$ cat config.mk
export PLATFORM = sky130hd
export DESIGN_NAME = button_gesture_classifier_unit
export DESIGN_NICKNAME = d
export VERILOG_FILES = /design/src/hdl/bgc_pkg.sv /design/src/hdl/bgc_cfg_regs.sv /design/src/hdl/bgc_core.sv /design/src/hdl/button_gesture_classifier_unit.sv
export VERILOG_INCLUDE_DIRS = /design/src /design/src/hdl
export SDC_FILE = /design/constraint.sdc
export NUM_CORES = 1
export LEC_CHECK = 0
export BUFFER_PORTS_ARGS = -buffer_cell sky130_fd_sc_hd__buf_2
export CAP_MARGIN = 20
export CORE_MARGIN = 1.5
export CORE_UTILIZATION = 45
export CTS_CLUSTER_SIZE = 12
export DETAILED_ROUTE_END_ITERATION = 12
export GPL_ROUTABILITY_DRIVEN = 0
export PLACE_DENSITY_LB_ADDON = 0.25
export SLEW_MARGIN = 15
export SYNTH_ARGS = -nofsm -noshare
export SYNTH_HDL_FRONTEND = slang
export SYNTH_SLANG_ARGS = --single-unit
$ cat constraint.sdc
create_clock -name clk -period 7.1 [get_ports clk]
set_input_delay 0.71 -clock clk [delete_from_list [all_inputs] [get_ports clk]]
set_output_delay 0.71 -clock clk [all_outputs]
set_load 0.03 [all_outputs]
$ cat src/hdl/button_gesture_classifier_unit_assert.svh
// assertion macros for the button gesture classifier
// used by the top level only; needs clk and rst_n in the including scope
`ifndef BUTTON_GESTURE_CLASSIFIER_UNIT_ASSERT_SVH
`define BUTTON_GESTURE_CLASSIFIER_UNIT_ASSERT_SVH
`ifndef SYNTHESIS
// same-cycle implication
`define BGC_ASSERT_IMPL(label, ante, cons) \
    label: assert property (@(posedge clk) disable iff (!rst_n) (ante) |-> (cons)) \
        else $error("bgc: same-cycle check failed");
// next-cycle implication
`define BGC_ASSERT_NEXT(label, ante, cons) \
    label: assert property (@(posedge clk) disable iff (!rst_n) (ante) |=> (cons)) \
        else $error("bgc: next-cycle check failed");
`else
`define BGC_ASSERT_IMPL(label, ante, cons)
`define BGC_ASSERT_NEXT(label, ante, cons)
`endif
`endif

$ cat src/hdl/bgc_pkg.sv
// shared types and constants for the button gesture classifier
// no dependencies; used by all modules by scoped names
package bgc_pkg;

    localparam int TICK_W    = 32;
    localparam int CFG_IDX_W = 3;
    localparam int S_TDATA_W = 40;   // pin_level + now_ticks, padded to bytes
    localparam int M_TDATA_W = 8;    // event_kind + fsm_phase, padded to bytes

    // register reset values
    localparam logic [TICK_W-1:0] CLICK_MIN_RST     = 32'd20;
    localparam logic [TICK_W-1:0] CLICK_MAX_RST     = 32'd500;
    localparam logic [TICK_W-1:0] LONG_MIN_RST      = 32'd1000;
    localparam logic [TICK_W-1:0] LONG_MAX_RST      = 32'd3000;
    localparam logic [TICK_W-1:0] LONGLONG_MIN_RST  = 32'd3001;
    localparam logic [TICK_W-1:0] LONGLONG_MAX_RST  = 32'd10000;
    localparam logic [TICK_W-1:0] DOUBLE_WINDOW_RST = 32'd300;

    // register indexes
    typedef enum logic [CFG_IDX_W-1:0] {
        IDX_CLICK_MIN     = 3'd0,
        IDX_CLICK_MAX     = 3'd1,
        IDX_LONG_MIN      = 3'd2,
        IDX_LONG_MAX      = 3'd3,
        IDX_LONGLONG_MIN  = 3'd4,
        IDX_LONGLONG_MAX  = 3'd5,
        IDX_DOUBLE_WINDOW = 3'd6
    } cfg_idx_t;

    // state machine phases
    typedef enum logic [2:0] {
        PH_IDLE     = 3'd0,
        PH_PRESSED  = 3'd1,
        PH_RELEASED = 3'd2,
        PH_IDENTIFY = 3'd3,
        PH_EMIT_CLK = 3'd4,
        PH_EMIT_LP  = 3'd5,
        PH_EMIT_LLP = 3'd6
    } phase_t;

    // gesture events
    typedef enum logic [2:0] {
        EV_NONE  = 3'd0,
        EV_CLICK = 3'd1,
        EV_DBL   = 3'd2,
        EV_LONG  = 3'd3,
        EV_LLONG = 3'd4
    } event_t;

    // configuration bundle from the register file to the core
    typedef struct packed {
        logic [TICK_W-1:0] click_min;
        logic [TICK_W-1:0] click_max;
        logic [TICK_W-1:0] long_min;
        logic [TICK_W-1:0] long_max;
        logic [TICK_W-1:0] longlong_min;
        logic [TICK_W-1:0] longlong_max;
        logic [TICK_W-1:0] double_window;
    } cfg_t;

endpackage

$ cat src/hdl/bgc_cfg_regs.sv
// configuration register file for the button gesture classifier
// depends on bgc_pkg
module bgc_cfg_regs (
    input  logic                          clk,
    input  logic                          rst_n,
    input  logic                          cfg_we,
    input  logic [bgc_pkg::CFG_IDX_W-1:0] cfg_index,
    input  logic [bgc_pkg::TICK_W-1:0]    cfg_wdata,
    output bgc_pkg::cfg_t                 cfg
);

    bgc_pkg::cfg_t cfg_reg;
    bgc_pkg::cfg_t cfg_next;

    // decode the write; unknown index is dropped
    always_comb
    begin
        cfg_next = cfg_reg;
        if (cfg_we)
        begin
            unique case (bgc_pkg::cfg_idx_t'(cfg_index))
                bgc_pkg::IDX_CLICK_MIN:     cfg_next.click_min     = cfg_wdata;
                bgc_pkg::IDX_CLICK_MAX:     cfg_next.click_max     = cfg_wdata;
                bgc_pkg::IDX_LONG_MIN:      cfg_next.long_min      = cfg_wdata;
                bgc_pkg::IDX_LONG_MAX:      cfg_next.long_max      = cfg_wdata;
                bgc_pkg::IDX_LONGLONG_MIN:  cfg_next.longlong_min  = cfg_wdata;
                bgc_pkg::IDX_LONGLONG_MAX:  cfg_next.longlong_max  = cfg_wdata;
                bgc_pkg::IDX_DOUBLE_WINDOW: cfg_next.double_window = cfg_wdata;
                default:                    cfg_next = cfg_reg;
            endcase
        end
    end

    // register storage with reset defaults
    always_ff @(posedge clk or negedge rst_n)
    begin
        if (!rst_n)
        begin
            cfg_reg.click_min     <= bgc_pkg::CLICK_MIN_RST;
            cfg_reg.click_max     <= bgc_pkg::CLICK_MAX_RST;
            cfg_reg.long_min      <= bgc_pkg::LONG_MIN_RST;
            cfg_reg.long_max      <= bgc_pkg::LONG_MAX_RST;
            cfg_reg.longlong_min  <= bgc_pkg::LONGLONG_MIN_RST;
            cfg_reg.longlong_max  <= bgc_pkg::LONGLONG_MAX_RST;
            cfg_reg.double_window <= bgc_pkg::DOUBLE_WINDOW_RST;
        end
        else
        begin
            cfg_reg <= cfg_next;
        end
    end

    assign cfg = cfg_reg;

endmodule

$ cat src/hdl/bgc_core.sv
// gesture state machine: one pass per advanced transaction
// depends on bgc_pkg; fed by bgc_cfg_regs
module bgc_core (
    input  logic                       clk,
    input  logic                       rst_n,
    input  bgc_pkg::cfg_t              cfg,
    input  logic                       adv,
    input  logic                       pin_level,
    input  logic [bgc_pkg::TICK_W-1:0] now_ticks,
    output bgc_pkg::event_t            res_event,
    output bgc_pkg::phase_t            res_phase,
    output bgc_pkg::phase_t            state_phase
);

    bgc_pkg::phase_t             phase_reg, phase_next;
    logic [bgc_pkg::TICK_W-1:0]  press_start_reg, press_start_next;
    logic [bgc_pkg::TICK_W-1:0]  press_length_reg, press_length_next;
    logic [bgc_pkg::TICK_W-1:0]  last_click_reg, last_click_next;
    bgc_pkg::event_t             pending_reg, pending_next;

    logic [bgc_pkg::TICK_W-1:0]  held_ticks;
    logic [bgc_pkg::TICK_W-1:0]  since_click;
    logic                        in_click, in_long, in_longlong;

    // modulo 2^32 differences and window tests
    assign held_ticks  = now_ticks - press_start_reg;
    assign since_click = now_ticks - last_click_reg;
    assign in_click    = (press_length_reg >= cfg.click_min) &&
                         (press_length_reg <= cfg.click_max);
    assign in_long     = (press_length_reg >= cfg.long_min) &&
                         (press_length_reg <= cfg.long_max);
    assign in_longlong = (press_length_reg >= cfg.longlong_min) &&
                         (press_length_reg <= cfg.longlong_max);

    // next state
    always_comb
    begin
        phase_next        = phase_reg;
        press_start_next  = press_start_reg;
        press_length_next = press_length_reg;
        last_click_next   = last_click_reg;
        pending_next      = pending_reg;
        unique case (phase_reg)
            bgc_pkg::PH_IDLE:
            begin
                if (pin_level)
                begin
                    press_start_next = now_ticks;
                    phase_next       = bgc_pkg::PH_PRESSED;
                end
            end
            bgc_pkg::PH_PRESSED:
            begin
                if (!pin_level)
                begin
                    press_length_next = held_ticks;
                    phase_next        = bgc_pkg::PH_RELEASED;
                end
            end
            bgc_pkg::PH_RELEASED:
            begin
                priority if (in_click)
                begin
                    phase_next = bgc_pkg::PH_IDENTIFY;
                end
                else if (in_long)
                begin
                    pending_next = bgc_pkg::EV_LONG;
                    phase_next   = bgc_pkg::PH_EMIT_LP;
                end
                else if (in_longlong)
                begin
                    pending_next = bgc_pkg::EV_LLONG;
                    phase_next   = bgc_pkg::PH_EMIT_LLP;
                end
                else
                begin
                    phase_next = bgc_pkg::PH_IDLE;
                end
            end
            bgc_pkg::PH_IDENTIFY:
            begin
                if (since_click > cfg.double_window)
                begin
                    last_click_next = now_ticks;
                    pending_next    = bgc_pkg::EV_CLICK;
                end
                else
                begin
                    pending_next = bgc_pkg::EV_DBL;
                end
                phase_next = bgc_pkg::PH_EMIT_CLK;
            end
            bgc_pkg::PH_EMIT_CLK, bgc_pkg::PH_EMIT_LP, bgc_pkg::PH_EMIT_LLP:
            begin
                pending_next = bgc_pkg::EV_NONE;
                phase_next   = bgc_pkg::PH_IDLE;
            end
            default:
            begin
                phase_next = bgc_pkg::PH_IDLE;
            end
        endcase
    end

    // outputs of this pass
    always_comb
    begin
        unique case (phase_reg)
            bgc_pkg::PH_EMIT_CLK, bgc_pkg::PH_EMIT_LP, bgc_pkg::PH_EMIT_LLP:
                res_event = pending_reg;
            default:
                res_event = bgc_pkg::EV_NONE;
        endcase
    end

    assign res_phase   = phase_next;
    assign state_phase = phase_reg;

    // state registers, updated only when a transaction advances
    always_ff @(posedge clk or negedge rst_n)
    begin
        if (!rst_n)
        begin
            phase_reg        <= bgc_pkg::PH_IDLE;
            press_start_reg  <= '0;
            press_length_reg <= '0;
            last_click_reg   <= '0;
            pending_reg      <= bgc_pkg::EV_NONE;
        end
        else if (adv)
        begin
            phase_reg        <= phase_next;
            press_start_reg  <= press_start_next;
            press_length_reg <= press_length_next;
            last_click_reg   <= last_click_next;
            pending_reg      <= pending_next;
        end
    end

endmodule

$ cat src/hdl/button_gesture_classifier_unit.sv
// button gesture classifier top level: input register, core, output register
// depends on bgc_pkg, bgc_cfg_regs, bgc_core, button_gesture_classifier_unit_assert.svh
//
// usage:
//   s_* stream carries one state-machine pass per transaction: the qualified
//   button level and a free-running 32-bit tick stamp. m_* stream returns
//   exactly one result per pass: the emitted event (none, click, double
//   click, long press, long-long press) and the phase after the pass.
//   cfg_we/cfg_index/cfg_wdata write the seven window registers; write only
//   while no transaction is in flight. an index above six is ignored.
// throughput: one transaction per cycle while m_tready is high, set by the
//   single-pass state update between the input register and the output register.
// path: an input transaction is held in the input register, then its result
//   is held in the output register.
// reset: phase idle, timestamps zero, windows at their defaults, both
//   stages empty.
// stall: when m_tready is low the result holds; one more input is taken
//   into the input register, after which s_tready drops until the output
//   drains.
`include "button_gesture_classifier_unit_assert.svh"

module button_gesture_classifier_unit (
    input  logic                           clk,
    input  logic                           rst_n,
    // slave stream; tdata: [0] pin_level, [32:1] now_ticks, [39:33] zero
    input  logic                           s_tvalid,
    output logic                           s_tready,
    input  logic [bgc_pkg::S_TDATA_W-1:0]  s_tdata,
    // master stream; tdata: [2:0] event_kind, [5:3] fsm_phase, [7:6] zero
    output logic                           m_tvalid,
    input  logic                           m_tready,
    output logic [bgc_pkg::M_TDATA_W-1:0]  m_tdata,
    // configuration write port
    input  logic                           cfg_we,
    input  logic [bgc_pkg::CFG_IDX_W-1:0]  cfg_index,
    input  logic [bgc_pkg::TICK_W-1:0]     cfg_wdata
);

    logic                        in_valid_reg, in_valid_next;
    logic                        in_pin_reg;
    logic [bgc_pkg::TICK_W-1:0]  in_now_reg;
    logic                        out_valid_reg, out_valid_next;
    bgc_pkg::event_t             out_event_reg;
    bgc_pkg::phase_t             out_phase_reg;

    logic                        adv;
    logic                        s_accept;
    bgc_pkg::cfg_t               cfg;
    bgc_pkg::event_t             res_event;
    bgc_pkg::phase_t             res_phase;
    bgc_pkg::phase_t             state_phase;
    logic                        core_emit;
    logic                        out_event_seen;

    // handshake: a pass advances when the input register holds one and the output register is free or draining
    assign adv      = in_valid_reg && (!out_valid_reg || m_tready);
    assign s_tready = !in_valid_reg || adv;
    assign s_accept = s_tvalid && s_tready;

    always_comb
    begin
        in_valid_next = in_valid_reg;
        if (s_accept)
            in_valid_next = 1'b1;
        else if (adv)
            in_valid_next = 1'b0;
    end

    always_comb
    begin
        out_valid_next = out_valid_reg;
        if (adv)
            out_valid_next = 1'b1;
        else if (m_tready)
            out_valid_next = 1'b0;
    end

    // valid flags
    always_ff @(posedge clk or negedge rst_n)
    begin
        if (!rst_n)
        begin
            in_valid_reg  <= 1'b0;
            out_valid_reg <= 1'b0;
        end
        else
        begin
            in_valid_reg  <= in_valid_next;
            out_valid_reg <= out_valid_next;
        end
    end

    // input payload register
    always_ff @(posedge clk)
    begin
        if (s_accept)
        begin
            in_pin_reg <= s_tdata[0];
            in_now_reg <= s_tdata[bgc_pkg::TICK_W:1];
        end
    end

    // output payload register
    always_ff @(posedge clk)
    begin
        if (adv)
        begin
            out_event_reg <= res_event;
            out_phase_reg <= res_phase;
        end
    end

    bgc_cfg_regs u_cfg (
        .clk       (clk),
        .rst_n     (rst_n),
        .cfg_we    (cfg_we),
        .cfg_index (cfg_index),
        .cfg_wdata (cfg_wdata),
        .cfg       (cfg)
    );

    bgc_core u_core (
        .clk         (clk),
        .rst_n       (rst_n),
        .cfg         (cfg),
        .adv         (adv),
        .pin_level   (in_pin_reg),
        .now_ticks   (in_now_reg),
        .res_event   (res_event),
        .res_phase   (res_phase),
        .state_phase (state_phase)
    );

    assign m_tvalid = out_valid_reg;
    assign m_tdata  = {2'b00, out_phase_reg, out_event_reg};

    // check helpers: core sits in an emit phase, output carries an event
    assign core_emit      = (state_phase == bgc_pkg::PH_EMIT_CLK) ||
                            (state_phase == bgc_pkg::PH_EMIT_LP) ||
                            (state_phase == bgc_pkg::PH_EMIT_LLP);
    assign out_event_seen = m_tvalid && (out_event_reg != bgc_pkg::EV_NONE);

    // an event is only reported on the pass that returns to idle
    `BGC_ASSERT_IMPL(a_event_on_idle, out_event_seen, out_phase_reg == bgc_pkg::PH_IDLE)
    // emit phases always fall back to idle after one pass
    `BGC_ASSERT_NEXT(a_emit_to_idle, adv && core_emit, state_phase == bgc_pkg::PH_IDLE)
    // reported phase tracks the core state after each pass
    `BGC_ASSERT_NEXT(a_phase_tracks, adv, out_phase_reg == state_phase)
    // input stage never overwritten while holding an unprocessed pass
    `BGC_ASSERT_IMPL(a_no_overrun, s_accept && in_valid_reg, adv)

endmodule
==> key figures, run 1 <==
Global routing
  • Grt met3 use: 0.03017
  • Antenna violations before repair: 0
  • Vias in the first global route: 15,750
  • Largest net degree at the start of global routing: 188
  • GRT met2 Usage: 0.3359
  • Gr usage total: 0.2050
  • Top Usage Layer GRT: met2
  • First-pass GRT wire length: 81,860 um
  • Met1 GRT Util: 0.2816
  • Grt total ovfl: 0

Timing
  • Final setup margin: 1.236 ns
  • Final count of negative-setup-slack endpoints: 0
  • Post-route minimum period: 5.864 ns
  • Unrepaired setup endpoints after global routing: no
  • Fin. Hold Viols: 0
  • Slew headroom: 0.2615
  • Worst slew pin tran: 1.108 ns
  • Final setup TNS: 0 ns
  • Final Hold Slack: 0.1068 ns
  • Tcrit/Tclk final: 0.8260
  • Pins Over Slew Limit: 0
  • Fmax: 170.5 MHz
  • Skew final: 0.01863 ns

Run status
  • Status: complete, no violations

Synth
  • Number of flops mapped to enable cells by yosys: 39
  • Post-Synth XOR/XNOR Area: 0.02236
  • Post-synthesis sequential area ratio: 0.4298
  • Main combinational cell family by area after synthesis: adder cells
  • Post-Synth Adder-Cell Area: 0.1650
  • Average size of a mapped cell: 10.09 um^2
  • Synth top area cells: dfrtp_1 33%, ha_1 16%, mux2_2 6.9%, edfxtp_1 5.3%, inv_1 5.1%
  • Post-Syn Instances: 2,174
  • Most frequent cells after synthesis: 300 x inv_1, 290 x dfrtp_1, 286 x ha_1, 204 x nand2_1, 190 x o21ai_0
  • Compound-Gate Fraction of Synth Area: 0.1440
  • Mux share of post-synthesis cell area: 0.08506
  • Share of flip-flops with an asynchronous set or reset: 0.8937
  • Top-count cell post-synth: inv_1
  • Synthesis Warnings: 0
  • Count of different cell masters after synthesis: 71
  • Synth top area share: 0.3309
  • Syn Std Cell Area: 21,930 um^2
  • Simple-gate share of the synthesized area: 0.09208
  • Top FF cell, synth: dfrtp_1
  • #FFs+latches synth: 367
  • Top cell type by total area after synthesis: dfrtp_1

Power and ir drop
  • Clock power frac: 0.212
  • Sw frac: 0.3883
  • Logic gate share of total power: 0.462
  • Leak Pwr: 11.98 nW
  • Psw: 3.817 mW
  • Pint: 6.012 mW
  • Sequential power share: 0.327
  • Power Dens Cells: 404.0 nW/um^2
  • VDD IR-drop max: 166.2 uV

Floorplan
  • DIE WIDTH: 223.8 um
  • Core area: 47,950 um^2
  • Total die area: 50,070 um^2
  • Rows: 80
  • Die Y-Extent: 223.8 um
  • IO Pins: 90
  • Starting Density: 0.4574

Place
  • # port buffers: 80
  • Cells after DPL: 2,827
  • DP Wirelength: 36,620 um
  • Place WS: 1.162 ns

Clock network
  • CTS root buf: clkbuf_16
  • CTS buffer count: 41
  • Post-CTS setup buffer count: 0
  • Max Buffers Root-to-Sink: 3
  • Post_cts resized: 0
  • H-Tree Depth: 2
  • Clk sink count: 367
  • CTS tree: built
  • Reg clk slew, reported paths: 0.06 ns
  • Clk_lat worst skew: 0.57 ns
  • # hold bufs at CTS: 0

Route
  • Drt via density: 5.396
  • Via count: 15,650
  • DRT Wirelength: 49,510 um
  • WL/cell: 17.07 um
  • # DRC: 0
  • Remaining antenna violation count: 0
  • Detailed Route Iter0 Violations: 655
  • First-pass DRT Iterations: 5

Final layout
  • Reg area: 9427 um^2
  • Fin util: 0.5075
  • Max reg flops: 224
  • Share of cells above drive strength 1: 0.1522
  • Multi-input gate area: 11,180 um^2
  • Fill count: 4,301
  • Cell Count, Final, Fillers Out: 2,901
  • Nets@finish: 2,623
  • N_diodes: 0
  • Layout area overhead: 10.95%

Worst setup path
  • Critical path fanouts, max: 32
  • R2R setup slack: 1.24 ns
  • Worst Path Arrival: 6.30 ns
  • CP required: 7.54 ns
  • Reg-to-reg critical path endpoint: u_core.last_click_reg[8]$_DFFE_PN0P_
  • R2R Path Start: in_now_reg[0]$_DFFE_PP_
  • Reg2Reg Depth: 25
  • Type of origin of the critical path: flop
  • Crit path from: in_now_reg[0]$_DFFE_PP_
  • Setup Crit Path Kind: flop to flop
  • Worst setup EP type: flop

Worst hold path
  • Hold Crit Class: input pin to asynchronous set/reset pin

Run
  • Max Cap Violations: 0
## critical path: stages, from the launching register on
cell and delay, ns:
edfxtp_1 0.37, inv_1 0.11, ha_1 0.18, inv_1 0.06, fa_1 0.39, a21o_1 0.19
a21oi_2 0.17, nor2b_1 0.09, o21ai_2 0.22, o31ai_1 0.20, a21o_1 0.22, o221a_2 0.28
a2111o_1 0.39, a21oi_2 0.16, xnor2_1 0.08, ha_1 0.29, nand4_1 0.13, nor4_1 0.58
nand3_1 0.21, nand2_1 0.11, a21o_1 0.09, o211ai_1 0.15, nor3b_1 0.20, nand2_1 0.09
buf_4 0.40, mux2_1 0.38
## cells in the final DEF (no fill, tap or decap), types with 5 or more instances in the layout
cell,count
o21ai_0,190
a21oi_1,101
a41oi_1,5
mux2_1,29
xor2_1,17
edfxtp_1,39
o21ai_1,26
nand4_1,50
or3_1,8
nor2_1,58
clkbuf_1,13
nor3_1,9
nor2b_1,16
clkbuf_16,43
dfstp_2,38
a31oi_1,11
inv_1,300
nand2b_1,27
a21o_1,108
mux2_2,134
clkbuf_8,10
and2_1,5
o211ai_1,7
nor4_1,6
ha_1,286
nand3_1,16
clkinv_2,5
and3_1,9
xnor2_1,39
o21bai_1,6
buf_4,12
dfrtp_1,290
buf_2,79
o21a_1,9
nand2_1,204
## cell families after synthesis
logic type	after synthesis
XOR/XNOR	56
buffers and inverters	356
flip-flops	367
other	1
AO/OA/AOI/OAI	514
adder cells (fa/ha/maj)	288
AND/OR/NAND/NOR	426
multiplexers	166
## how the worst max path moves through the flow
stage / end / cells past startpoint
after floorplan: u_core.last_click_reg[22]$_DFFE_PN0P_ / 25
after global placement: u_core.last_click_reg[0]$_DFFE_PN0P_ / 25
after detailed placement: u_core.last_click_reg[0]$_DFFE_PN0P_ / 25
after CTS: u_core.last_click_reg[8]$_DFFE_PN0P_ / 25
after global routing: u_core.last_click_reg[8]$_DFFE_PN0P_ / 25
final: u_core.last_click_reg[8]$_DFFE_PN0P_ / 25
## per-stage QoR
step	instance area, um^2	power [mW]
2_1_floorplan	21940	6.501
3_3_place_gp	23020	7.537
5_1_grt	24330	10.71
3_5_place_dp	23020	7.765
4_1_cts	24330	9.917
6_report	24330	9.830
## final cells by class
type,count,area share
clock inverter,8,0.001903
inverter,300,0.04628
clock buffer,66,0.05188
multi-input combinational,1452,0.4595
timing repair buffer,93,0.02139
tap,615,0.03162
sequential,367,0.3874
## metal layers
| metal | share of wire | wire length [um] |
|---|---|---|
| met1 | 0.48 | 23790 |
| met2 | 0.46 | 22540 |
| met3 | 0.038 | 1889 |
| met4 | 0.026 | 1285 |
| met5 | 0 | 0 |
## power by group through the flow
stage	Combinational, mW	Sequential, mW	Clock (mW)
after CTS	4.56	3.21	2.15
after floorplan	3.45	3.05	0
after global routing	5.19	3.29	2.23
final	4.54	3.21	2.08
after detailed placement	4.52	3.25	0
after global placement	4.32	3.22	0
No activity file was read; power rests on OpenSTA's default activity.
==> run 2, diff against run 1 <==
- clock period: 7.1 -> 6 ns (I/O delays scaled with it)
==> key figures, run 2 (synthesized netlist as in run 1, its figures left out) <==
Floorplan
  • Die Y-Extent: 223.8 um
  • IO Pins: 90
  • Starting Density: 0.4574
  • Core area: 47,950 um^2
  • Total die area: 50,070 um^2
  • Rows: 80
  • DIE WIDTH: 223.8 um

Worst setup path
  • CP max stage delay: 0.48 ns
  • CP bufs+invs: 3
  • CP top delay family: compound AO/OA/AOI/OAI gates
  • Critical path fanouts, max: 32
  • Worst Path Arrival: 6.08 ns
  • Setup Crit Path Kind: flop to flop
  • Reg2Reg Depth: 25
  • Slowest CP cell: nor4_2
  • CP required: 6.44 ns
  • Worst setup EP type: flop
  • Critical path's most frequent cell: a21o_1
  • WP depth: 25
  • Type of origin of the critical path: flop

Timing
  • Slew headroom: 0.3325
  • Pins Over Slew Limit: 0
  • Worst slew pin tran: 0.9857 ns
  • Final count of negative-setup-slack endpoints: 0
  • Post-route minimum period: 5.644 ns
  • Fin. Hold Viols: 1
  • Tcrit/Tclk final: 0.9407
  • Final setup TNS: 0 ns
  • Fmax: 177.2 MHz
  • Final Hold Slack: -0.001517 ns
  • Skew final: 0.02216 ns

Clock network
  • # hold bufs at CTS: 0
  • Clk sink count: 367
  • Post-CTS setup buffer count: 0
  • CTS tree: built
  • CTS root buf: clkbuf_16
  • Reg clk slew, reported paths: 0.06 ns
  • Clk_lat worst skew: 0.58 ns
  • Max Buffers Root-to-Sink: 3
  • H-Tree Depth: 2
  • CTS buffer count: 40
  • Post_cts resized: 0

Place
  • DP Wirelength: 36,540 um
  • Cells after DPL: 2,827
  • Area after DPL: 23,040 um^2
  • # port buffers: 80

Final layout
  • Share of cells above drive strength 1: 0.1514
  • Most frequent cells in the layout: 300 x inv_1, 290 x dfrtp_1, 286 x ha_1
  • Cell Count, Final, Fillers Out: 2,902
  • Final Cell Area: 24,370 um^2
  • Multi-input gate area: 11,190 um^2
  • Layout area overhead: 11.12%
  • Nets@finish: 2,622
  • Max reg flops: 224
  • Reg area: 9427 um^2
  • Commonest non-fill, non-tap cell in the layout: inv_1
  • Fill count: 4,218

Global routing
  • Grt total ovfl: 0
  • Gr usage total: 0.2047
  • Vias in the first global route: 15,940
  • Antenna violations before repair: 2
  • First-pass GRT wire length: 82,120 um
  • Largest net degree at the start of global routing: 182

Run
  • Max Cap Violations: 0

Route
  • First-pass DRT Iterations: 5
  • DRT Wirelength: 49,620 um
  • Detailed Route Iter0 Violations: 686
  • Drt via density: 5.332
  • # DRC: 0
  • WL/cell: 17.10 um
  • Via count: 15,470
  • Remaining antenna violation count: 0

Power and ir drop
  • VDD IR-drop max: 200.1 uV
  • Leak Pwr: 11.98 nW
  • Power Dens Cells: 477.5 nW/um^2
  • Total Power: 11.64 mW

Run status
  • Violated checks: hold timing
  • Status: finished with violations

Worst hold path
  • Hold Crit Class: input pin to asynchronous set/reset pin
[run 2: changes by cell type in the layout (fill, tap and decap cells not counted), sizes merged]
cell / before / now
clkinv: 6 / 2
diode: 0 / 2
clkbuf: 66 / 71
inv: 302 / 300
[run 2: power by group]
part	leakage [nW]	internal [mW]	switching [mW]
registers	4.32	3.23	0.571
logic	7.01	2.44	2.92
clock network	0.646	1.46	1.01
[run 2: stage by stage]
stage,utilization,hold WS (ns),setup slack (ns)
finish,0.5083,-0.001517,0.3557
global route,0.5083,0.04232,-0.05080
CTS,0.5081,0.02085,0.2966
detailed placement,0.4805,0.4809,0.3417
global placement,0.4805,0.4683,0.3912
floorplan,-,0.3044,1.090
[run 2: path summary, 6_finish.rpt]
check / from / endpoint / slack, ns
min reg2reg: u_core.last_click_reg[13]$_DFFE_PN0P_ / u_core.last_click_reg[13]$_DFFE_PN0P_ / 0.49
min in group clk: s_tdata[0] / in_pin_reg$_DFFE_PP_ / 0.20
max reg2reg: in_now_reg[0]$_DFFE_PP_ / u_core.last_click_reg[24]$_DFFE_PN0P_ / 0.36
max: in_now_reg[0]$_DFFE_PP_ / u_core.last_click_reg[24]$_DFFE_PN0P_ / 0.36
min: rst_n / u_core.last_click_reg[2]$_DFFE_PN0P_ / -0.002
max in group asynchronous: rst_n / u_cfg.cfg[91]$_DFFE_PN0P_ / 4.53
[run 2: layout make-up]
type | count | area share
Inverter | 300 | 0.04621
Clock inverter | 2 | 0.0008728
Timing Repair Buffer | 93 | 0.02187
Multi-Input combinational cell | 1452 | 0.4591
Clock buffer | 71 | 0.05339
Antenna cell | 2 | 0.0002054
Tap cell | 615 | 0.03157
Sequential cell | 367 | 0.3868
[run 2: routing by layer]
layer / global-route usage / vias to the layer above / wire length (um)
li1: - / 7717 / -
met1: 0.2831 / 7456 / 24220
met2: 0.3336 / 236 / 22450
met5: 0 / - / 0
met3: 0.03017 / 65 / 1785
met4: 0.05929 / 0 / 1161
==> run 3, diff against run 2 <==
- ABC_AREA: not set -> 1
==> key figures, run 3 <==
Run status
  • Status: complete, no violations

Place
  • # port buffers: 80
  • Cells after DPL: 3,451
  • DP Wirelength: 41,860 um

Floorplan
  • DIE WIDTH: 227.5 um
  • Starting Density: 0.4541
  • IO Pins: 90
  • Core area: 49,970 um^2
  • Total die area: 51,770 um^2
  • Die Y-Extent: 227.5 um
  • Rows: 82

Timing
  • Fmax: 205.6 MHz
  • Fin. Hold Viols: 0
  • Final setup TNS: 0 ns
  • Tcrit/Tclk final: 0.8108
  • Pins Over Slew Limit: 0
  • Unrepaired setup endpoints after global routing: no
  • Post-route minimum period: 4.865 ns
  • Slew headroom: 0.3644
  • Skew final: 0.01407 ns
  • Final count of negative-setup-slack endpoints: 0
  • Worst slew pin tran: 0.9535 ns

Final layout
  • Fill count: 4,728
  • Nets@finish: 3,194
  • Share of cells above drive strength 1: 0.1025
  • Cell Count, Final, Fillers Out: 3,530
  • Reg area: 9427 um^2
  • Layout area overhead: 11.21%
  • Multi-input gate area: 11,370 um^2
  • N_diodes: 0
  • Commonest non-fill, non-tap cell in the layout: nand2_1
  • Max reg flops: 224
  • Most frequent cells in the layout: 633 x nand2_1, 434 x inv_1, 292 x o21ai_0

Synth
  • Average size of a mapped cell: 8.247 um^2
  • Post-synthesis sequential area ratio: 0.4155
  • Synthesis Warnings: 0
  • Share of flip-flops with an asynchronous set or reset: 0.8937
  • Synth top area cells: dfrtp_1 32%, ha_1 16%, nand2_1 11%, inv_1 7.2%, o21ai_0 6.4%
  • Post-Syn Instances: 2,751
  • Top FF cell, synth: dfrtp_1
  • Number of flops mapped to enable cells by yosys: 39
  • Count of different cell masters after synthesis: 55
  • Syn Std Cell Area: 22,690 um^2
  • Synth top area share: 0.3199
  • Most frequent cells after synthesis: 639 x nand2_1, 434 x inv_1, 292 x o21ai_0, 290 x dfrtp_1, 286 x ha_1
  • #FFs+latches synth: 367
  • Top-count cell post-synth: nand2_1
  • Top cell type by total area after synthesis: dfrtp_1

Clock network
  • CTS root buf: clkbuf_16
  • Post-CTS setup buffer count: 0
  • CTS tree: built
  • Clk sink count: 367
  • Max Buffers Root-to-Sink: 3
  • Post_cts resized: 0
  • Reg clk slew, reported paths: 0.06 ns
  • # hold bufs at CTS: 0
  • Clk_lat worst skew: 0.57 ns
  • CTS buffer count: 41
  • H-Tree Depth: 2

Worst setup path
  • Critical path's most frequent cell: nand2_1
  • CP top delay family: simple AND/OR/NAND/NOR gates
  • CP required: 6.45 ns
  • CP max stage delay: 0.59 ns
  • Type of origin of the critical path: flop
  • CP bufs+invs: 1
  • Worst Path Arrival: 5.32 ns
  • Worst setup EP type: flop
  • Slowest CP cell: nand4_4
  • Critical path fanouts, max: 35
  • Setup Crit Path Kind: flop to flop
  • R2R setup slack: 1.14 ns
  • Crit-path cells: ha_1, nand2_1, nor4_1, nand3_1, nand3_1, a31oi_1, xor2_1, ha_1, nand2_1, nor2_2, nand4_2, nor4_4, nand2_1, nand2_2, nand4_4, buf_4, nor2_1, a21oi_2

Power and ir drop
  • Pint: 6.929 mW
  • Sequential power share: 0.306
  • Psw: 5.262 mW
  • Sw frac: 0.4316
  • Leak Pwr: 12.81 nW
  • Clock power frac: 0.208
  • Logic gate share of total power: 0.485
  • Power Dens Cells: 483.2 nW/um^2
  • VDD IR-drop max: 288.3 uV

Worst hold path
  • Hold Crit Class: input pin to asynchronous set/reset pin

Global routing
  • Largest net degree at the start of global routing: 120
  • First-pass GRT wire length: 90,960 um
  • Antenna violations before repair: 0
  • Grt total ovfl: 0
  • Vias in the first global route: 17,850
  • Gr usage total: 0.2241

Route
  • First-pass DRT Iterations: 6
  • DRT Wirelength: 56,520 um
  • Drt via density: 5.171
  • Via count: 18,250
  • Remaining antenna violation count: 0
  • Detailed Route Iter0 Violations: 1,155
  • WL/cell: 16.01 um
  • # DRC: 0

Run
  • Max Cap Violations: 0
==> run 3: cell types whose count changed after synthesis, sizes merged, moves of 27 or more <==
cell    change
a21oi     +115
nor2       +97
nand2     +437
nand2b     -27
a21o       -98
nand3      +35
inv       +138
o21ai     +142
mux2      -163
==> run 3: worst paths after layout <==
kind                                            startpoint                              endpoint  cells after the start
max in group asynchronous                            rst_n            u_cfg.cfg[190]$_DFFE_PN0P_                      2
worst max-delay path              in_now_reg[16]$_DFFE_PP_  u_core.last_click_reg[5]$_DFFE_PN0P_                     18
min in group clk                                s_tdata[9]               in_now_reg[8]$_DFFE_PP_                      1
worst min register to register  u_cfg.cfg[171]$_DFFE_PN0P_            u_cfg.cfg[171]$_DFFE_PN0P_                      2
worst min-delay path                                 rst_n             u_cfg.cfg[33]$_DFFE_PN0P_                      1
worst max register to register    in_now_reg[16]$_DFFE_PP_  u_core.last_click_reg[5]$_DFFE_PN0P_                     18
==> run 3: kinds of logic after synthesis <==
logic type      synth area share
compound gates            0.1533
buf+inv                  0.08526
flops                     0.4155
xor+xnor                 0.02007
other cells            0.0001653
simple gates              0.1663
fa+ha+maj                 0.1595
==> run 3: final cells by class <==
class / instances / share of cell area
clock inverters: 12 / 0.003719
multi-input cells: 1884 / 0.4505
clock buffers: 63 / 0.04999
repair buffers: 93 / 0.02351
flip-flops and latches: 367 / 0.3736
well taps: 672 / 0.03333
inverters: 439 / 0.06531
==> run 3: through the flow <==
step | setup slack [ns] | hold slack [ns] | area, um^2 | utilization | power (mW)
after floorplan | 2.600 | 0.3044 | 22690 | - | 7.971
after global placement | 1.217 | 0.4651 | 23760 | 0.4756 | 9.397
after detailed placement | 1.160 | 0.4723 | 23760 | 0.4756 | 9.622
after CTS | 1.139 | 0.1388 | 25120 | 0.5027 | 12.23
after global routing | 0.8157 | 0.1677 | 25230 | 0.5050 | 13.31
final | 1.135 | 0.1087 | 25230 | 0.5050 | 12.19
==> run 3: power groups by stage <==
stage | Clock [mW] | Combinational, mW | Sequential, mW
floorplan | 0 | 4.40 | 3.57
global placement | 0 | 5.66 | 3.74
detailed placement | 0 | 5.85 | 3.77
CTS | 2.60 | 5.90 | 3.73
global route | 2.69 | 6.80 | 3.82
finish | 2.54 | 5.92 | 3.74
==> run 3: metal layers <==
metal	global-route usage	up-vias	part of all wire
met5	0	-	0
met4	0.08097	0	0.035
met3	0.02736	126	0.041
met2	0.3725	412	0.46
met1	0.3006	8564	0.46
li1	-	9150	-
